===== src/sv/ldts_pkg.sv =====
// Package for the log-domain topic softmax block: widths, request codes,
// controller states, the command struct and the correction table.
`default_nettype none
package ldts_pkg;
  localparam int unsigned Topics     = 16;
  localparam int unsigned VocabWords = 4096;
  localparam int unsigned FracBits   = 16;
  localparam int unsigned ValW       = 24;
  localparam int unsigned TopicW     = 4;
  localparam int unsigned WordW      = 12;
  localparam int unsigned BetaAw     = WordW + TopicW;
  localparam int unsigned BetaDepth  = VocabWords * Topics;

  typedef logic signed [ValW-1:0] val_t;

  typedef enum logic [1:0] {
    REQ_THETA = 2'd0,
    REQ_BETA  = 2'd1,
    REQ_QUERY = 2'd2,
    REQ_NONE  = 2'd3
  } req_e;

  typedef enum logic [2:0] {
    ST_IDLE,
    ST_READ,
    ST_FOLD,
    ST_EMIT,
    ST_HOLD
  } state_e;

  typedef struct packed {
    logic              wr_theta;
    logic              wr_beta;
    logic              rd_en;
    logic [TopicW-1:0] rd_topic;
    logic              fold;
    logic              fold_first;
    logic [TopicW-1:0] fold_topic;
    logic              emit;
    logic [TopicW-1:0] emit_topic;
  } cmd_t;

  function automatic val_t sat24(input logic signed [ValW+1:0] v);
    if (v > $signed({2'b00, 1'b0, {(ValW-1){1'b1}}})) return {1'b0, {(ValW-1){1'b1}}};
    if (v < $signed({2'b11, 1'b1, {(ValW-1){1'b0}}})) return {1'b1, {(ValW-1){1'b0}}};
    return v[ValW-1:0];
  endfunction

  function automatic logic [ValW-1:0] corr_q24(input logic [3:0] idx);
    case (idx)
      4'd0:    return 24'd9662670;
      4'd1:    return 24'd6490618;
      4'd2:    return 24'd4226667;
      4'd3:    return 24'd2688113;
      4'd4:    return 24'd1681190;
      4'd5:    return 24'd1039641;
      4'd6:    return 24'd638227;
      4'd7:    return 24'd389995;
      4'd8:    return 24'd237624;
      4'd9:    return 24'd144524;
      4'd10:   return 24'd87809;
      4'd11:   return 24'd53313;
      4'd12:   return 24'd32357;
      4'd13:   return 24'd19633;
      4'd14:   return 24'd11912;
      default: return 24'd7224;
    endcase
  endfunction

  // log(1+exp(-d)) for d >= 0, FracBits fraction bits
  function automatic val_t corr_lookup(input logic [ValW:0] d);
    logic [ValW:0]   idx;
    logic [ValW+1:0] v;
    idx = d >> (FracBits - 1);
    if (idx >= (ValW+1)'(16)) return '0;
    v = {2'b00, corr_q24(idx[3:0])};
    if (FracBits < 24) v = (v + ((ValW+2)'(1) << (23 - FracBits))) >> (24 - FracBits);
    return v[ValW-1:0];
  endfunction
endpackage
`default_nettype wire


===== src/sv/ldts_ctrl.sv =====
// Controller FSM: decodes requests, sequences read/fold and emit passes,
// drives the output handshake. Depends on ldts_pkg.
`default_nettype none
module ldts_ctrl (
  input  wire logic                        clk_i,
  input  wire logic                        rst_ni,
  input  wire logic                        in_valid_i,
  output logic                             in_ready_o,
  input  wire logic [1:0]                  req_i,
  input  wire logic [ldts_pkg::WordW-1:0]  word_i,
  output ldts_pkg::cmd_t                   cmd_o,
  output logic [ldts_pkg::WordW-1:0]       word_o,
  output logic                             out_valid_o,
  input  wire logic                        out_ready_i,
  output logic                             out_last_o
);
  import ldts_pkg::*;

  state_e            state_q, state_d;
  logic [TopicW-1:0] cnt_q, cnt_d;
  logic [WordW-1:0]  word_q, word_d;
  logic              acc;
  logic              last_q, last_d;

  assign in_ready_o  = (state_q == ST_IDLE);
  assign acc         = in_valid_i && in_ready_o;
  assign word_o      = (state_q == ST_IDLE) ? word_i : word_q;
  assign out_valid_o = (state_q == ST_HOLD);
  assign out_last_o  = last_q;

  always_comb begin
    state_d = state_q;
    cnt_d   = cnt_q;
    word_d  = word_q;
    last_d  = last_q;
    cmd_o   = '0;
    cmd_o.rd_topic   = cnt_q;
    cmd_o.fold_topic = cnt_q;
    cmd_o.emit_topic = cnt_q;
    case (state_q)
      ST_IDLE: begin
        if (acc) begin
          case (req_e'(req_i))
            REQ_THETA: cmd_o.wr_theta = 1'b1;
            REQ_BETA:  cmd_o.wr_beta = (32'(word_i) < VocabWords);
            REQ_QUERY: begin
              if (32'(word_i) < VocabWords) begin
                cmd_o.rd_en    = 1'b1;
                cmd_o.rd_topic = '0;
                word_d  = word_i;
                cnt_d   = '0;
                state_d = ST_READ;
              end
            end
            default: ;
          endcase
        end
      end
      ST_READ: begin
        // read data for cnt_q available; fold it, read next unless this is the last topic
        cmd_o.fold       = 1'b1;
        cmd_o.fold_first = (cnt_q == '0);
        if (cnt_q == TopicW'(Topics - 1)) begin
          cnt_d   = '0;
          state_d = ST_EMIT;
        end else begin
          cmd_o.rd_en    = 1'b1;
          cmd_o.rd_topic = cnt_q + 1'b1;
          cnt_d          = cnt_q + 1'b1;
        end
      end
      ST_EMIT: begin
        cmd_o.emit = 1'b1;
        last_d     = (cnt_q == TopicW'(Topics - 1));
        state_d    = ST_HOLD;
      end
      ST_HOLD: begin
        if (out_ready_i) begin
          if (last_q) state_d = ST_IDLE;
          else begin
            cnt_d   = cnt_q + 1'b1;
            state_d = ST_EMIT;
          end
        end
      end
      default: state_d = ST_IDLE;
    endcase
  end

  always_ff @(posedge clk_i or negedge rst_ni) begin
    if (!rst_ni) begin
      state_q <= ST_IDLE;
      cnt_q   <= '0;
      last_q  <= 1'b0;
      word_q  <= '0;
    end else begin
      state_q <= state_d;
      cnt_q   <= cnt_d;
      last_q  <= last_d;
      word_q  <= word_d;
    end
  end
endmodule
`default_nettype wire


===== config.mk =====
export PLATFORM = sky130hd
export DESIGN_NAME = ldts_ctrl
export DESIGN_NICKNAME = d
export VERILOG_FILES = /design/src/sv/ldts_pkg.sv /design/src/sv/ldts_ctrl.sv
export SDC_FILE = /design/constraint.sdc
export NUM_CORES = 1
export LEC_CHECK = 0
export ABC_CLOCK_PERIOD_IN_PS = 2230
export BUFFER_PORTS_ARGS = -buffer_cell sky130_fd_sc_hd__buf_2
export CORE_UTILIZATION = 47
export CTS_CLUSTER_DIAMETER = 30
export DETAILED_ROUTE_END_ITERATION = 6
export PLACE_DENSITY_LB_ADDON = 0.2
export SYNTH_ARGS = -nofsm -noshare
export SYNTH_HDL_FRONTEND = slang
export SYNTH_SLANG_ARGS = --single-unit
export TNS_END_PERCENT = 100

===== constraint.sdc =====
create_clock -name clk_i -period 2.23 [get_ports clk_i]
set_clock_uncertainty 0.05 [all_clocks]
set_input_delay 0.446 -clock clk_i [delete_from_list [all_inputs] [get_ports clk_i]]
set_output_delay 0.446 -clock clk_i [all_outputs]
set_load 0.05 [all_outputs]

==> results.md, run 1 <==
* 1st-pass router iterations at 4
* Slew @ Worst Pin at 0.506 ns
* Reg-to-Reg Start: state_q[1]
* Crit path from: state_q[2]
* Largest net degree at the start of global routing at 21
* Most frequent cells in the layout: 41 x buf_2, 26 x mux2_2, 15 x buf_4
* Max-slew headroom at about two thirds
* Initial antenna violation count at 0
* DRC Markers at 0
* Crit-path slowest cell: dfrtp_2
* Register area share after synthesis at 40.6%
* Fin Setup TNS at 0 ns
* Gr usage total at a little over a fifth
* Critical Path AT at ~1.7 ns
* CTS max path bufs at 2
* Crit Path Class: reg2out
* Most common cell after layout, fill and taps aside: buf_2
* Clock tree root buffer cell: clkbuf_4
* Post-synth top area cell: dfrtp_1
* Chip height at 53.2 um
* RePlAce Congestion at 0.852
* Yosys reg bits at 20
* H-tree levels at 1
* CP max stage delay at roughly 0.5 ns
* Top Ports at 51
* CTS tree: built
* Syn_area_per_cell at 11.4 sq um
* CTS buffer count at 3
* Max-Cap Viols at 0
* Std cell rows at 18
* First-pass GRT wire length at 4440 um
* Ant diodes at 0
* Hold WC Path Type: in2async
* Core Area at 0.00248 sq mm
* CP Data Required Time at 1.73 ns
* Skew-Pair Late Insertion Delay at 0.29 ns
* Syn. warnings at 0
* Number of DRC markers in iteration 0 at 16
* Period utilization at roughly 100%
* Wire per inst at 14.9 um
* CP Launch Type: flip-flop
* Top cells by area, synth: dfrtp_1 41%, mux2_2 24%, buf_4 3.0%
* CP cell instances: nor3b_4 -> nand2b_4 -> and2_4 -> o21ai_4 -> buf_6
* CTS sink cnt at 20
* Area growth syn-to-layout at 49.1%
* Outcome: finished clean
* Slew Limit Fails at 0
* Nets at 191
* Via-per-instance ratio at 5.33
* Final HPWL DP at 1940 um
* Asr flop ratio synth at 100%
* Netlist cell types at 35
* Yosys top cell area share at 40.6%
* Prevailing post-synth register cell: dfrtp_1
* Setup violators final at 0
* Final number of hold-violating endpoints at 0
* Starting density of the core at 49.7%
* Final Core Density at between 70% and 80%
* Fmax at 451 MHz
* Total Wirelength at between 2000 and 3000 um
* Hold buffers post-CTS at 0
* Die X at 53.2 um
* Crit path time final at 2.22 ns
* Post-synthesis net count at 129
* Clock slew at the register clock pins of the worst setup and hold paths at 0.11 ns
* Port Buffer Count at 50
* Congestion Overflow GR at 0
* DR vias at 1061
* DIE AREA at ~0.0028 sq mm
* Post-Synthesis Cells at 108
* Critical path endpoint category: output pin
* Post-Syn Area at 0.00123 sq mm
* Antenna viol nets, final at 0
* Fraction of layout cells with a size suffix above 1 at 72.8%
* Critical path fanouts, max at 6
* RSZ-0062 raised after global routing: true
* Number of synthesized flops with an enable pin at 0
* Vias in the first global route at 1027
## final cells by class
| cell class | count | area, sq um |
|---|---|---|
| sequential | 20 | 509 |
| clock buffer | 4 | 36.3 |
| multi-input combinational | 75 | 812 |
| inverter | 6 | 22.5 |
| fill | 166 | 639 |
| timing repair buffer | 64 | 420 |
| tap | 30 | 37.5 |
## routing by layer
metal	part of all wire (%)	wire (um)	global-route usage, %
met5	0	0	0
met2	52	1550	36.9
met3	3.0	90	5.17
met4	0.91	27	9.21
met1	44	1290	25.9
## worst paths after layout
| path | depth (start not counted) | end | slack, ns |
|---|---|---|---|
| min in group clk_i | 2 | word_q[4] | 0.34 |
| worst max-delay path | 5 | cmd_o[12] | 0.01 |
| worst min register to register | 1 | word_q[6] | 0.46 |
| max in group asynchronous | 1 | cnt_q[1] | 1.77 |
| worst min-delay path | 1 | word_q[9] | 0.02 |
| worst max register to register | 5 | word_q[10] | 0.22 |
## flip-flops by register name, summed over array words and instances (netlist names)
name / cells
word_q: 12
cnt_q: 4
state_q: 3
out_last_o: 1
## logic make-up after synthesis
group                      after synthesis  synth area share [%]
muxes                                   26                  23.8
and+or+nand+nor                         29                  16.1
AOI/OAI and AO/OA                       16                  10.2
DFF                                     20                  40.6
adders and majority gates                3                  3.05
buffers and inverters                   13                  5.58
xor gates and xnor gates                 1                 0.711
## per-stage QoR
step	instances	hold WS [ns]	area (sq um)	setup WS (ns)
after floorplan	108	0.100	1320	-0.272
after global placement	185	0.358	1590	0.0517
after detailed placement	185	0.363	1590	0.0498
after CTS	194	0.0311	1720	-0.00315
after global routing	199	0.0432	1840	-0.0618
final	199	0.0232	1840	0.0108
## synth_stat cells, types with 2 or more instances
library cell and instances:
nand3_1 3, inv_1 6, nor2b_1 3, o21ai_0 3
mux2_2 26, nand3b_1 2, ha_1 3, a22o_1 2
nand2_1 5, buf_4 5, nor4b_1 2, a21oi_1 4
dfrtp_1 20, nor2_1 3
## critical path, delay by kind of cell (launching register included)
family	cells	cell delay, ns
compound gates	1	0.14
buf+inv	1	0.17
flops	1	0.50
simple gates	3	0.63
## what timing repair did
| action | 4_1_cts | 5_1_grt |
|---|---|---|
| pin swaps | 1 | 3 |
| gates resized for setup | 15 | 20 |
| endpoints found under the setup margin | 19 | 19 |
| setup buffers | 5 | 5 |
| hold endpoints to repair | 0 | 0 |
| cloned | 0 | 0 |
Power of run 1 is not shown: default switching activity piles up to over one toggle a cycle in this logic, so the estimate is an artifact.
==> inputs of run 2 (changes only) <==
Settings changed: CELL_PAD_IN_SITES_DETAIL_PLACEMENT set to 0, CELL_PAD_IN_SITES_GLOBAL_PLACEMENT set to 2, CORE_UTILIZATION 47 to 29, GPL_TIMING_DRIVEN set to 0.
==> results.md, run 2 (synthesis results as in run 1) <==
* Fillers at 377
* Worst reg-to-reg path cell count at 6
* DRC Markers at 0
* Crit path time final at between 2 and 2.5 ns
* Vias in the first global route at 1076
* Most common cell after layout, fill and taps aside: buf_2
* Starting density of the core at 30.6%
* Number of DRC markers in iteration 0 at 46
* Chip height at 67.2 um
* R2r setup slk at ~0.17 ns
* Crit Path Class: reg2out
* Most frequent cells in the layout: 30 x buf_2, 19 x buf_4, 14 x mux2_2
* Slew @ Worst Pin at 0.470 ns
* CP Launch Type: flip-flop
* Max reg flops at 12
* Hold WC Path Type: in2async
* Wire per inst at 14.0 um
* Period utilization at just under 100%
* Ant diodes at 0
* Largest net degree at the start of global routing at 21
* Critical path endpoint category: output pin
* DR vias at 1068
* Fmax at 455 MHz
* Initial antenna violation count at 0
* Critical path fanouts, max at 3
* Congestion Overflow GR at 0
* First-pass GRT wire length at 5120 um
* Total Wirelength at 3200 um
* CTS buffer count at 3
* CP Data Required Time at 1.73 ns
* RSZ-0062 raised after global routing: true
* CTS sink cnt at 20
* Skew-Pair Late Insertion Delay at between 0.2 and 0.3 ns
* Nets at 200
* Std cell rows at 23
* DIE AREA at 0.00451 sq mm
* Critical Path AT at 1.70 ns
* Clock tree root buffer cell: clkbuf_8
* 1st-pass router iterations at 4
* Area growth syn-to-layout at 70.6%
* Final HPWL DP at 2200 um
* Port Buffer Count at 50
* Hold Worst Slack at 0.0837 ns
* Max-slew headroom at between 60% and 70%
* Clock slew at the register clock pins of the worst setup and hold paths at 0.08 ns
* Hold buffers post-CTS at 0
* Biggest regs: word_q: 12 flops, cnt_q: 4 flops, state_q: 3 flops
* Final number of hold-violating endpoints at 0
* R2r endpoint: cnt_q[1]
* Slew Limit Fails at 0
* H-tree levels at 1
* Non-Filler Instances at 228
* Antenna viol nets, final at 0
* Max-Cap Viols at 0
* Biggest register: word_q
* Outcome: finished clean
* Final instance area at 0.00210 sq mm
* RePlAce Congestion at roughly 0.72
* Gr usage total at between 10% and 20%
* DP Cell Count at 208
* Placed inst area at 0.00163 sq mm
* CTS max path bufs at 2
* Fraction of layout cells with a size suffix above 1 at between 70% and 80%
* Die X at 67.2 um
* Setup violators final at 0
* Via-per-instance ratio at 4.68
* Reg-to-Reg Start: state_q[2]
* Core Area at 0.00403 sq mm
* Top Ports at 51
* CTS tree: built
run 2: changes by cell type in the layout (fill, tap and decap cells not counted), moves of 2 or more:
cell	delta
buf_4	+4
buf_6	+3
mux2_2	-12
clkbuf_8	+3
clkbuf_4	-2
buf_8	+11
buf_2	-11
mux2_4	+12
run 2: timing repair:
action / CTS / global route
pin swaps: 5 / 2
gates resized for setup: 68 / 11
gates cloned: 1 / 0
setup endpoints to repair: 21 / 23
setup buffers: 12 / 3
run 2: metrics by stage:
stage	util, %	setup TNS (ns)	setup slack [ns]
after floorplan	-	-0.708	-0.272
after global placement	40.6	-2.08	-0.524
after detailed placement	40.6	-2.37	-0.567
after CTS	50.6	-0.541	-0.0451
after global routing	52.2	-0.278	-0.0301
final	52.2	0	0.0315
run 2: critical path: stages, from the launching register on:
cell and delay [ns]:
dfrtp_2 0.44, clkbuf_16 0.16, nor3b_4 0.22, buf_6 0.14, inv_2 0.06, nor4b_4 0.23
buf_6 0.19
run 2: per-layer routing:
layer | up-vias | global-route usage (%) | routed length (um)
met3 | 2 | 2.53 | 101
met4 | 0 | 3.99 | 17
met5 | - | 0 | 0
met1 | 519 | 20.3 | 1470
met2 | 20 | 25.3 | 1610
li1 | 527 | - | -
run 2: final cells by class:
class                      count  area (sq um)  share of cell area [%]
multi-input combinational     75           826                    39.3
timing repair buffer          66           553                    26.3
sequential                    20           509                    24.2
buffer                         7          73.8                    3.51
tap                           50          62.6                    2.98
clock buffer                   4          55.1                    2.62
inverter                       6          22.5                    1.07
run 2: worst max path at each step:
stage,start,end,slack (ns),cells after the start
finish,state_q[1],cmd_o[9],0.03,6
global route,state_q[1],word_o[11],-0.03,5
CTS,state_q[1],word_o[5],-0.05,5
detailed placement,req_i[0],cmd_o[15],-0.57,5
global placement,req_i[0],cmd_o[15],-0.52,5
floorplan,state_q[1],cmd_o[9],-0.27,4
Power of run 2 is left out for the same reason.
